**src/hw/rtl/eight_bit_accumulator_alu_with_flags_top_assert.svh**
```systemverilog
// Assertion macros shared by the accumulator ALU RTL.
`ifndef EIGHT_BIT_ACCUMULATOR_ALU_WITH_FLAGS_TOP_ASSERT_SVH
`define EIGHT_BIT_ACCUMULATOR_ALU_WITH_FLAGS_TOP_ASSERT_SVH

// Same-cycle implication, checked outside reset.
`define ACC_ALU_ASSERT_IMPL(label, clk, rst_n, ante, cons) \
  label: assert property (@(posedge clk) disable iff (!rst_n) (ante) |-> (cons)) \
    else $error("acc_alu: same-cycle check failed");

// Next-cycle implication, checked outside reset.
`define ACC_ALU_ASSERT_NEXT(label, clk, rst_n, ante, cons) \
  label: assert property (@(posedge clk) disable iff (!rst_n) (ante) |=> (cons)) \
    else $error("acc_alu: next-cycle check failed");

`endif

```
**src/hw/rtl/acc_alu_pkg.sv**
```systemverilog
package acc_alu_pkg;

  typedef enum logic [4:0] {
    OpAdd = 5'd0,
    OpAdc = 5'd1,
    OpSub = 5'd2,
    OpSbb = 5'd3,
    OpAna = 5'd4,
    OpXra = 5'd5,
    OpOra = 5'd6,
    OpCmp = 5'd7,
    OpRlc = 5'd8,
    OpRrc = 5'd9,
    OpRal = 5'd10,
    OpRar = 5'd11,
    OpDad = 5'd12,
    OpInr = 5'd13,
    OpDcr = 5'd14,
    OpCma = 5'd15,
    OpDaa = 5'd16,
    OpInx = 5'd17,
    OpDcx = 5'd18,
    OpCmc = 5'd19,
    OpStc = 5'd20
  } op_e;

  typedef struct packed {
    logic s;
    logic z;
    logic ac;
    logic p;
    logic cy;
  } flags_t;

  localparam logic [7:0] DaaLowCorr  = 8'h06;
  localparam logic [7:0] DaaHighCorr = 8'h60;
  localparam logic [3:0] BcdDigitMax = 4'd9;
  localparam logic [3:0] NibbleAllOnes = 4'hf;

  // Sign, zero and even parity of a byte; aux carry and carry left clear.
  function automatic flags_t szp(input logic [7:0] v);
    flags_t f;
    f    = '0;
    f.s  = v[7];
    f.z  = (v == 8'h00);
    f.p  = ~^v;
    return f;
  endfunction

endpackage

```
**src/hw/rtl/eight_bit_accumulator_alu_with_flags_top.sv**
```systemverilog
// Accumulator ALU with sign, zero, aux-carry, parity and carry flags.
// Input channel: in_valid_i / in_stall_o carry one operation word (operation,
// byte operand, pair operand); a word is taken at a rising edge with valid
// high and stall low. Output channel: out_valid_o / out_stall_i carry one
// result word per operation: accumulator, five flags, the stored pair and
// the inr/dcr and inx/dcx results.
// A taken word waits in the input register, then its result goes to the state
// and the output register. Throughput: one word per cycle while the output is
// not stalled, set by the single execute stage that reads and writes the
// accumulator, flags and pair in the same cycle it loads the output register.
// Stalls: while the output is stalled the result and the architectural
// state hold; one more word waits in the input register, after which
// in_stall_o rises. Stall passes back combinationally by one stage.
// Reset: accumulator, pair and all flags clear; both stages empty.
`include "eight_bit_accumulator_alu_with_flags_top_assert.svh"

module eight_bit_accumulator_alu_with_flags_top (
  input  logic        clk_i,
  input  logic        rst_ni,
  input  logic        in_valid_i,
  output logic        in_stall_o,
  input  logic [4:0]  operation_i,
  input  logic [7:0]  operand_byte_i,
  input  logic [15:0] operand_pair_i,
  output logic        out_valid_o,
  input  logic        out_stall_i,
  output logic [7:0]  acc_out_o,
  output logic        sign_flag_o,
  output logic        zero_flag_o,
  output logic        aux_carry_flag_o,
  output logic        parity_flag_o,
  output logic        carry_flag_o,
  output logic [15:0] pair_out_o,
  output logic [7:0]  byte_result_o,
  output logic [15:0] pair_result_o
);

  // Input register stage
  logic        in_valid_q;
  logic [4:0]  op_q;
  logic [7:0]  byte_q;
  logic [15:0] pair_op_q;

  // Architectural state, doubling as the visible part of the result word
  logic [7:0]           acc_q, acc_d;
  acc_alu_pkg::flags_t  flags_q, flags_d;
  logic [15:0]          pair_q, pair_d;

  // Output register stage
  logic        out_valid_q;
  logic [7:0]  byte_res_q, byte_res_d;
  logic [15:0] pair_res_q, pair_res_d;

  logic in_accept;
  logic advance;
  logic execute;

  // Advance the pipe whenever the output register is free or being taken.
  assign advance    = !out_valid_q || !out_stall_i;
  assign execute    = advance && in_valid_q;
  assign in_stall_o = in_valid_q && !advance;
  assign in_accept  = in_valid_i && !in_stall_o;

  always_ff @(posedge clk_i or negedge rst_ni) begin
    if (!rst_ni) begin
      in_valid_q <= 1'b0;
    end else if (in_accept) begin
      in_valid_q <= 1'b1;
    end else if (advance) begin
      in_valid_q <= 1'b0;
    end
  end

  // Hold the input word until it moves into the execute stage.
  always_ff @(posedge clk_i) begin
    if (in_accept) begin
      op_q      <= operation_i;
      byte_q    <= operand_byte_i;
      pair_op_q <= operand_pair_i;
    end
  end

  // Shared 8-bit adder: add, adc, sub, sbb, cmp and the daa correction.
  logic                is_sub;
  logic                is_daa;
  logic                carry_in_raw;
  logic                carry_in;
  logic [7:0]          addend;
  logic [8:0]          sum9;
  logic [4:0]          low5;
  acc_alu_pkg::flags_t add_flags;
  logic [7:0]          daa_corr;
  logic                daa_low_big;
  logic                daa_cy;
  logic [16:0]         dad_sum;

  assign is_sub = (op_q == acc_alu_pkg::OpSub) || (op_q == acc_alu_pkg::OpSbb)
               || (op_q == acc_alu_pkg::OpCmp);
  assign is_daa = (op_q == acc_alu_pkg::OpDaa);
  assign carry_in_raw = ((op_q == acc_alu_pkg::OpAdc) || (op_q == acc_alu_pkg::OpSbb))
                        ? flags_q.cy : 1'b0;
  // Subtract as a + ~b + !borrow_in.
  assign carry_in = is_sub ? ~carry_in_raw : carry_in_raw;

  assign daa_low_big = (acc_q[3:0] > acc_alu_pkg::BcdDigitMax);
  assign daa_cy = flags_q.cy || (acc_q[7:4] > acc_alu_pkg::BcdDigitMax)
               || ((acc_q[7:4] >= acc_alu_pkg::BcdDigitMax) && daa_low_big);
  assign daa_corr = ((flags_q.ac || daa_low_big) ? acc_alu_pkg::DaaLowCorr : 8'h00)
                  | (daa_cy ? acc_alu_pkg::DaaHighCorr : 8'h00);

  assign addend = is_daa ? daa_corr : (is_sub ? ~byte_q : byte_q);
  assign sum9   = {1'b0, acc_q} + {1'b0, addend} + {8'b0, carry_in};
  assign low5   = {1'b0, acc_q[3:0]} + {1'b0, addend[3:0]} + {4'b0, carry_in};

  always_comb begin
    add_flags    = acc_alu_pkg::szp(sum9[7:0]);
    add_flags.ac = low5[4];
    // Carry out inverted is the borrow when subtracting.
    add_flags.cy = sum9[8] ^ is_sub;
  end

  assign dad_sum = {1'b0, pair_q} + {1'b0, pair_op_q};

  always_comb begin
    acc_d      = acc_q;
    flags_d    = flags_q;
    pair_d     = pair_q;
    byte_res_d = '0;
    pair_res_d = '0;
    unique case (acc_alu_pkg::op_e'(op_q))
      acc_alu_pkg::OpAdd, acc_alu_pkg::OpAdc,
      acc_alu_pkg::OpSub, acc_alu_pkg::OpSbb: begin
        acc_d   = sum9[7:0];
        flags_d = add_flags;
      end
      acc_alu_pkg::OpCmp: begin
        flags_d = add_flags;
      end
      acc_alu_pkg::OpAna: begin
        acc_d   = acc_q & byte_q;
        flags_d = acc_alu_pkg::szp(acc_q & byte_q);
      end
      acc_alu_pkg::OpXra: begin
        acc_d   = acc_q ^ byte_q;
        flags_d = acc_alu_pkg::szp(acc_q ^ byte_q);
      end
      acc_alu_pkg::OpOra: begin
        acc_d   = acc_q | byte_q;
        flags_d = acc_alu_pkg::szp(acc_q | byte_q);
      end
      acc_alu_pkg::OpRlc: begin
        acc_d      = {acc_q[6:0], acc_q[7]};
        flags_d.cy = acc_q[7];
      end
      acc_alu_pkg::OpRrc: begin
        acc_d      = {acc_q[0], acc_q[7:1]};
        flags_d.cy = acc_q[0];
      end
      acc_alu_pkg::OpRal: begin
        acc_d      = {acc_q[6:0], flags_q.cy};
        flags_d.cy = acc_q[7];
      end
      acc_alu_pkg::OpRar: begin
        acc_d      = {flags_q.cy, acc_q[7:1]};
        flags_d.cy = acc_q[0];
      end
      acc_alu_pkg::OpDad: begin
        pair_d     = dad_sum[15:0];
        flags_d.cy = dad_sum[16];
      end
      acc_alu_pkg::OpInr: begin
        byte_res_d = byte_q + 8'd1;
        flags_d    = acc_alu_pkg::szp(byte_q + 8'd1);
        flags_d.cy = flags_q.cy;
        flags_d.ac = (byte_q[3:0] == acc_alu_pkg::NibbleAllOnes);
      end
      acc_alu_pkg::OpDcr: begin
        byte_res_d = byte_q - 8'd1;
        flags_d    = acc_alu_pkg::szp(byte_q - 8'd1);
        flags_d.cy = flags_q.cy;
        flags_d.ac = (byte_q[3:0] != 4'h0);
      end
      acc_alu_pkg::OpCma: begin
        acc_d = ~acc_q;
      end
      acc_alu_pkg::OpDaa: begin
        acc_d      = sum9[7:0];
        flags_d    = add_flags;
        flags_d.cy = daa_cy;
      end
      acc_alu_pkg::OpInx: begin
        pair_res_d = pair_op_q + 16'd1;
      end
      acc_alu_pkg::OpDcx: begin
        pair_res_d = pair_op_q - 16'd1;
      end
      acc_alu_pkg::OpCmc: begin
        flags_d.cy = ~flags_q.cy;
      end
      acc_alu_pkg::OpStc: begin
        flags_d.cy = 1'b1;
      end
      default: begin
        // Unused codes change nothing.
      end
    endcase
  end

  // Commit state and load the result word together.
  always_ff @(posedge clk_i or negedge rst_ni) begin
    if (!rst_ni) begin
      acc_q       <= '0;
      flags_q     <= '0;
      pair_q      <= '0;
      out_valid_q <= 1'b0;
    end else if (advance) begin
      out_valid_q <= in_valid_q;
      if (in_valid_q) begin
        acc_q   <= acc_d;
        flags_q <= flags_d;
        pair_q  <= pair_d;
      end
    end
  end

  always_ff @(posedge clk_i) begin
    if (execute) begin
      byte_res_q <= byte_res_d;
      pair_res_q <= pair_res_d;
    end
  end

  // State only moves on execute, so it is the result word while stalled.
  assign out_valid_o      = out_valid_q;
  assign acc_out_o        = acc_q;
  assign sign_flag_o      = flags_q.s;
  assign zero_flag_o      = flags_q.z;
  assign aux_carry_flag_o = flags_q.ac;
  assign parity_flag_o    = flags_q.p;
  assign carry_flag_o     = flags_q.cy;
  assign pair_out_o       = pair_q;
  assign byte_result_o    = byte_res_q;
  assign pair_result_o    = pair_res_q;

  // Qualifiers for the checks below.
  logic        out_held;
  logic        stc_exec;
  logic        cmp_exec;
  logic [28:0] state_word;

  assign out_held   = out_valid_q && out_stall_i;
  assign stc_exec   = execute && (op_q == acc_alu_pkg::OpStc);
  assign cmp_exec   = execute && (op_q == acc_alu_pkg::OpCmp);
  assign state_word = {acc_q, flags_q, pair_q};

  `ACC_ALU_ASSERT_IMPL(a_stall_needs_word, clk_i, rst_ni, in_stall_o, in_valid_q)
  `ACC_ALU_ASSERT_NEXT(a_hold_on_stall, clk_i, rst_ni, out_held, out_valid_q && $stable(state_word))
  `ACC_ALU_ASSERT_NEXT(a_stc_sets_carry, clk_i, rst_ni, stc_exec, flags_q.cy)
  `ACC_ALU_ASSERT_NEXT(a_cmp_keeps_acc, clk_i, rst_ni, cmp_exec, acc_q == $past(acc_q))

endmodule
```
**config.mk**
```make
export PLATFORM = sky130hd
export DESIGN_NAME = eight_bit_accumulator_alu_with_flags_top
export DESIGN_NICKNAME = d
export VERILOG_FILES = /design/src/hw/rtl/acc_alu_pkg.sv /design/src/hw/rtl/eight_bit_accumulator_alu_with_flags_top.sv
export VERILOG_INCLUDE_DIRS = /design/src /design/src/hw/rtl
export SDC_FILE = /design/constraint.sdc
export NUM_CORES = 1
export LEC_CHECK = 0
export CELL_PAD_IN_SITES_DETAIL_PLACEMENT = 1
export CELL_PAD_IN_SITES_GLOBAL_PLACEMENT = 1
export CORE_MARGIN = 1.5
export CORE_UTILIZATION = 30
export DETAILED_ROUTE_END_ITERATION = 6
export DONT_BUFFER_PORTS = 1
export PLACE_DENSITY_LB_ADDON = 0.1
export SLEW_MARGIN = 20
export SYNTH_ARGS = -nofsm -noshare
export SYNTH_HDL_FRONTEND = slang
export SYNTH_SLANG_ARGS = --single-unit
```
**constraint.sdc**
```tcl
create_clock -name clk_i -period 8.7 [get_ports clk_i]
set_input_delay 0.435 -clock clk_i [delete_from_list [all_inputs] [get_ports clk_i]]
set_output_delay 0.435 -clock clk_i [all_outputs]
set_load 0.005 [all_outputs]
```
* After elaboration in Yosys (flattened, before gate mapping) *
Index checks and enable logic that the tools add are counted.

storage, ports and cells
  bits in registers = 84
  bits of input ports = 33
  output and inout bits = 55
  word-level logic and storage cells = 112

operators by class
  $add $sub $neg = 9
  magnitude comparators = 3
  eq/ne operators = 21
  multiplexer cells = 13
  bitwise operators = 9
  reductions and logical operators = 43

operator list
  cell                                                                    count
  8-bit one-hot mux with 9 select lines                                   1
  8-bit logical NOT                                                       6
  8-bit XNOR reduction                                                    6
  5-bit by 4-bit equality test with 1-bit output (second input constant)  8
  16-bit one-hot mux with 2 select lines                                  1
  5-bit equality test (second input constant)                             5
  4-bit one-hot mux with 6 select lines                                   1
  5-bit by 3-bit equality test with 1-bit output (second input constant)  4
  16-bit by 16-bit adder with 17-bit output                               1
  16-bit by 1-bit adder with 16-bit output (second input constant)        1
  8-bit two-way mux                                                       2
  8-bit NOT                                                               2
  8-bit one-hot mux with 2 select lines                                   1
  16-bit by 1-bit subtractor with 16-bit output (second input constant)   1
  3-bit AND reduction                                                     4
  5-bit by 2-bit equality test with 1-bit output (second input constant)  2
  5-bit OR reduction                                                      2
  8-bit by 8-bit adder with 9-bit output                                  1
  9-bit by 1-bit adder with 9-bit output                                  1
  9-bit nonzero test                                                      1
  8-bit by 1-bit adder with 8-bit output (second input constant)          1
  8-bit bitwise AND                                                       1
  4-bit > comparator (second input constant)                              2
  8-bit OR                                                                1
  25 further kinds                                                        42

* Logic depth before layout (Yosys ltp) *
  depth in word-level cells = 10
  depth in mapped cells = 21
  mapped depth without buffers = 18

* Worst setup path after synthesis *
No wires, ideal clock.

  kind = flip-flop to flip-flop
  from = register op_q[0]
  to = register flags_q, in the netlist parity_flag_o
  setup time = 0.142 ns
  arrival = 3.497 ns
  required time = 8.558 ns
  path slack = 5.061 ns
  cell stages (with the launch flop) = 22
  path buffers = 3
  clock period less this slack = 3.639 ns
  path through = edfxtp_1 -> buf_2 -> buf_4 -> nand2b_1 -> nand3_1 -> buf_2 -> xnor2_1 -> nand2_1 -> fa_1 -> inv_1 -> fa_1 -> a211oi_1 -> nor2_1 -> o21ai_0 -> nand2b_1 -> xnor2_1 -> ha_1 -> xor2_1 -> xnor2_1 -> o22ai_1 -> nor3_1 -> o21ai_0

on the way
  longest elaborated chain between the ends = 9
  elaborated cells on any way between the ends = 26
  those cells by class = add/sub: 2; eq/ne: 10; mux: 5; bitwise: 1; reduce/logical: 8

RTL lines
  element                                                                   line                                                                                                                                              source
  start, declared                                                           eight_bit_accumulator_alu_with_flags_top.sv:40                                                                                                    logic [4:0] op_q;
  start signal, assigned                                                    eight_bit_accumulator_alu_with_flags_top.sv:77                                                                                                    op_q <= operation_i;
  5-bit by 2-bit equality test with 1-bit output, on equally long branches  eight_bit_accumulator_alu_with_flags_top.sv:97, eight_bit_accumulator_alu_with_flags_top.sv:130, eight_bit_accumulator_alu_with_flags_top.sv:100
  1-bit logical OR                                                          eight_bit_accumulator_alu_with_flags_top.sv:97                                                                                                    assign is_sub = (op_q == acc_alu_pkg::OpSub) || (op_q == acc_alu_pkg::OpSbb)
  1-bit logical OR                                                          eight_bit_accumulator_alu_with_flags_top.sv:98                                                                                                    || (op_q == acc_alu_pkg::OpCmp);
  8-bit two-way mux (2 in series)                                           eight_bit_accumulator_alu_with_flags_top.sv:111                                                                                                   assign addend = is_daa ? daa_corr : (is_sub ? ~byte_q : byte_q);
  8-bit by 8-bit adder with 9-bit output                                    eight_bit_accumulator_alu_with_flags_top.sv:112                                                                                                   assign sum9 = {1'b0, acc_q} + {1'b0, addend} + {8'b0, carry_in};
  9-bit by 1-bit adder with 9-bit output                                    eight_bit_accumulator_alu_with_flags_top.sv:112
  8-bit XNOR reduction                                                      acc_alu_pkg.sv:46                                                                                                                                 f.p = ~^v;
  4-bit one-hot mux with 6 select lines                                     eight_bit_accumulator_alu_with_flags_top.sv:130                                                                                                   unique case (acc_alu_pkg::op_e'(op_q))
  end signal, assigned                                                      eight_bit_accumulator_alu_with_flags_top.sv:220                                                                                                   flags_q <= flags_d;
  end, declared                                                             eight_bit_accumulator_alu_with_flags_top.sv:46                                                                                                    acc_alu_pkg::flags_t flags_q, flags_d;

Several ways; a longest one is shown, not always the timed one.
A chain may end at the register's enable or synchronous reset.

* Worst setup path after layout *
Ends and elaborated chain as after synthesis.

==> metrics.yaml <==
drt:
  wire_per_inst_um: 20.9
  drtAntennaViolNets: 0
  routed_via_density: 5.31
  drt-initial-drc-count: 186
  first_pass_iters: 4
  num_vias: 5120
  wl_mm: 20.1
  drcViolationCount: 0
timing:
  final.min_clock_period_ps: 4680
  setup_viol: 0
  tightestPinTransition_ps: 958
  clock_skew_ps: 12.6
  finalHoldViolCount: 0
  tns_ps: 0
  relSlewSlack: 0.360
  rsz0062_at_grt: "no"
  slew_violations: 0
  period_share: 0.538
  fmax_ghz: 0.214
flow_run:
  drv_cap: 0
synth:
  synth_cells: 689
  netlist.area_leader.share: 0.242
  synth_cell_type_count: 68
  yosys_most_used_dff: "edfxtp_1"
  synth-edff-count: 53
  syn_area_per_cell_sq_um: 9.53
  synthArstFlopShare: 0.369
  synth_warnings: 0
  ys_seq_area_frac: 0.360
  netlist_top_cells_area: "edfxtp_1, ha_1, dfrtp_1, xnor2_1, o21ai_0"
  synth_area_sq_um: 6570
  ys_seq_elements: 84
  synthesis.nets: 805
  synth_top_area_cell: "edfxtp_1"
critical_path:
  crit_fanout: 25
  end_kind: "flop"
  crit_chain: "nand2b_1 > nand3_1 > xnor2_1 > nand2_1 > fa_1 > inv_1 > fa_1 > a211oi_1 > nor2_1 > o21ai_0 > nand2b_1 > xnor2_1 > ha_1 > xor2_1 > xnor2_1 > o22ai_1 > nor3_1 > o21ai_0"
  worstPathArrival_ps: 4880
  critical_path_class: "reg2reg"
  crit_slowest_cell: "edfxtp_1"
  critPathMaxStageDelay_ps: 970
  cp_common_cell: "xnor2_1"
  cp-start-kind: "flop"
  cp.required_ps: 8900
cts:
  ctsHoldBuffers: 2
  h-tree-depth: 3
  cts_sinks: 84
  postCtsSetupRepairBufs: 0
  clk_latency_ps: 350
  post_cts_resized: 0
  clk_pin_slew_ps: 70
  numCtsBuffers: 9
  cts_buffer_depth: 2
  clockRootBuffer: "clkbuf_16"
  cts_tree: "yes"
grt:
  gr-usage-met2: 0.324
  grt_usage: 0.181
  grt_pass1_wl_mm: 30.9
  grt_busiest_layer: "met2"
  gr-total-overflow: 0
  grt_pass1_vias: 5408
  met1_usage: 0.221
  grt_util_met3: 0.0298
  grt_max_degree: 32
  grt_antenna_before_repair: 0
pwr:
  peakVddDrop_v: 0.000104
  power.density_nw_per_um2: 246
  p_leak_nw: 2.98
  power.total_mw: 1.76
die:
  die_area_sq_um: 22800
  rows: 53
  die_y_um: 151
  io_pins: 88
  start_util: 0.310
  die_x_um: 151
  core_sq_um: 21200
finish:
  drive_gt1_frac: 0.0566
  nets: 800
  area_growth_pct: 8.91
  num_antenna_cells: 0
placement:
  hpwl_mm: 15.5
  gp_congestion: 0.892
  portBuffers: 0
run_status:
  outcome: "finished clean"
hold_path:
  hold_class: "in2reg"
-- report_power, final --
group	internal, mW	total [mW]	switching (mW)
registers	0.491	0.604	0.112
logic	0.338	0.756	0.418
clock network	0.224	0.398	0.174
total	1.05	1.76	0.705
-- area by class of cell --
class	instances	area [sq um]
clock buffer	11	233
clock inverter	5	60.1
fill	2443	14100
inverter	50	188
multi-input combinational	533	3900
sequential	84	2370
tap	275	344
timing repair buffer	6	60.1
-- cells in the final DEF (no fill, tap or decap), types with 4 or more instances in the layout --
cell,count
nand2b_1,7
o22ai_1,16
xnor2_1,47
ha_1,79
dfrtp_1,31
nor2b_1,4
o21ai_1,4
o31ai_1,4
fa_1,4
o21a_1,9
xor2_1,21
o211a_1,4
a21o_1,7
a21oi_1,41
nand3_1,14
and3_1,7
nand4_1,10
buf_4,4
mux2i_1,9
nor3_1,14
nand2_1,59
inv_1,49
edfxtp_1,53
o21ai_0,48
clkbuf_16,9
o31a_1,4
a211oi_1,12
nor2_1,49
-- cell usage after synthesis, types with 4 or more instances --
cell type	number
mux2i_1	9
nand2b_1	7
nor2_1	49
a21o_1	7
ha_1	79
inv_1	49
o22ai_1	16
clkbuf_1	7
o31ai_1	4
buf_2	8
o21ai_1	4
a21oi_1	42
nand2_1	59
nor3_1	14
dfrtp_1	31
fa_1	4
xnor2_1	47
nand3_1	14
o21ai_0	48
nor2b_1	4
buf_4	5
o211a_1	4
and3_1	7
edfxtp_1	53
xor2_1	21
o31a_1	4
nand4_1	10
o21a_1	9
a211oi_1	12
-- logic make-up (layout without fill, tap and decap cells) --
| logic type | Yosys count | in the layout | share of synthesized area |
|---|---|---|---|
| AND/OR/NAND/NOR | 184 | 184 | 0.133 |
| flip-flops | 84 | 84 | 0.360 |
| buffers and inverters | 72 | 72 | 0.0478 |
| XOR/XNOR | 68 | 68 | 0.0907 |
| adder cells (fa/ha/maj) | 83 | 83 | 0.163 |
| AO/OA/AOI/OAI | 186 | 186 | 0.186 |
| multiplexers | 12 | 12 | 0.0189 |
-- through the flow --
step	instance area [sq um]	hold WS, ps	cells	worst slack [ps]	utilization
5_1_grt	7150	159	964	3560	0.337
2_1_floorplan	6570	139	689	5060	-
4_1_cts	7150	157	964	3990	0.337
3_5_place_dp	6830	141	946	4000	0.322
3_3_place_gp	6830	141	946	4110	0.322
6_report	7150	172	964	4020	0.337
-- critical path: cells and delay by family, from the launching register on --
kind / cells / cell delay, ps
flip-flops: 1 / 970
adder cells (fa/ha/maj): 3 / 880
buffers and inverters: 1 / 60
XOR/XNOR: 4 / 810
AND/OR/NAND/NOR: 6 / 1110
AO/OA/AOI/OAI: 4 / 700
-- state kept, by name (all words and copies together) (netlist names), 5 cells and up --
| signal | count |
|---|---|
| pair_op_q | 16 |
| pair_out_o | 16 |
| pair_result_o | 16 |
| acc_out_o | 8 |
| byte_q | 8 |
| byte_result_o | 8 |
| op_q | 5 |
-- final timing paths --
check,from,endpoint,slack (ps),cells after the start
max in group asynchronous,rst_ni,carry_flag_o$_DFFE_PN0P_,7950,2
max reg2reg,op_q[0]$_DFFE_PP_,parity_flag_o$_DFFE_PN0P_,4020,18
min,operand_byte_i[7],byte_q[7]$_DFFE_PP_,170,0
min in group asynchronous,rst_ni,parity_flag_o$_DFFE_PN0P_,550,2
max,op_q[0]$_DFFE_PP_,parity_flag_o$_DFFE_PN0P_,4020,18
min reg2reg,in_valid_q$_DFFE_PN0P_,out_valid_o$_DFFE_PN0N_,490,1
-- per-layer routing --
metal  vias up  part of all wire  wire length [um]
met5         -                 0                 0
li1       2494                 -                 -
met4         0             0.021               426
met2        73              0.51             10200
met3        26             0.029               582
met1      2527              0.44              8870
(Power assumes the default switching activity.)
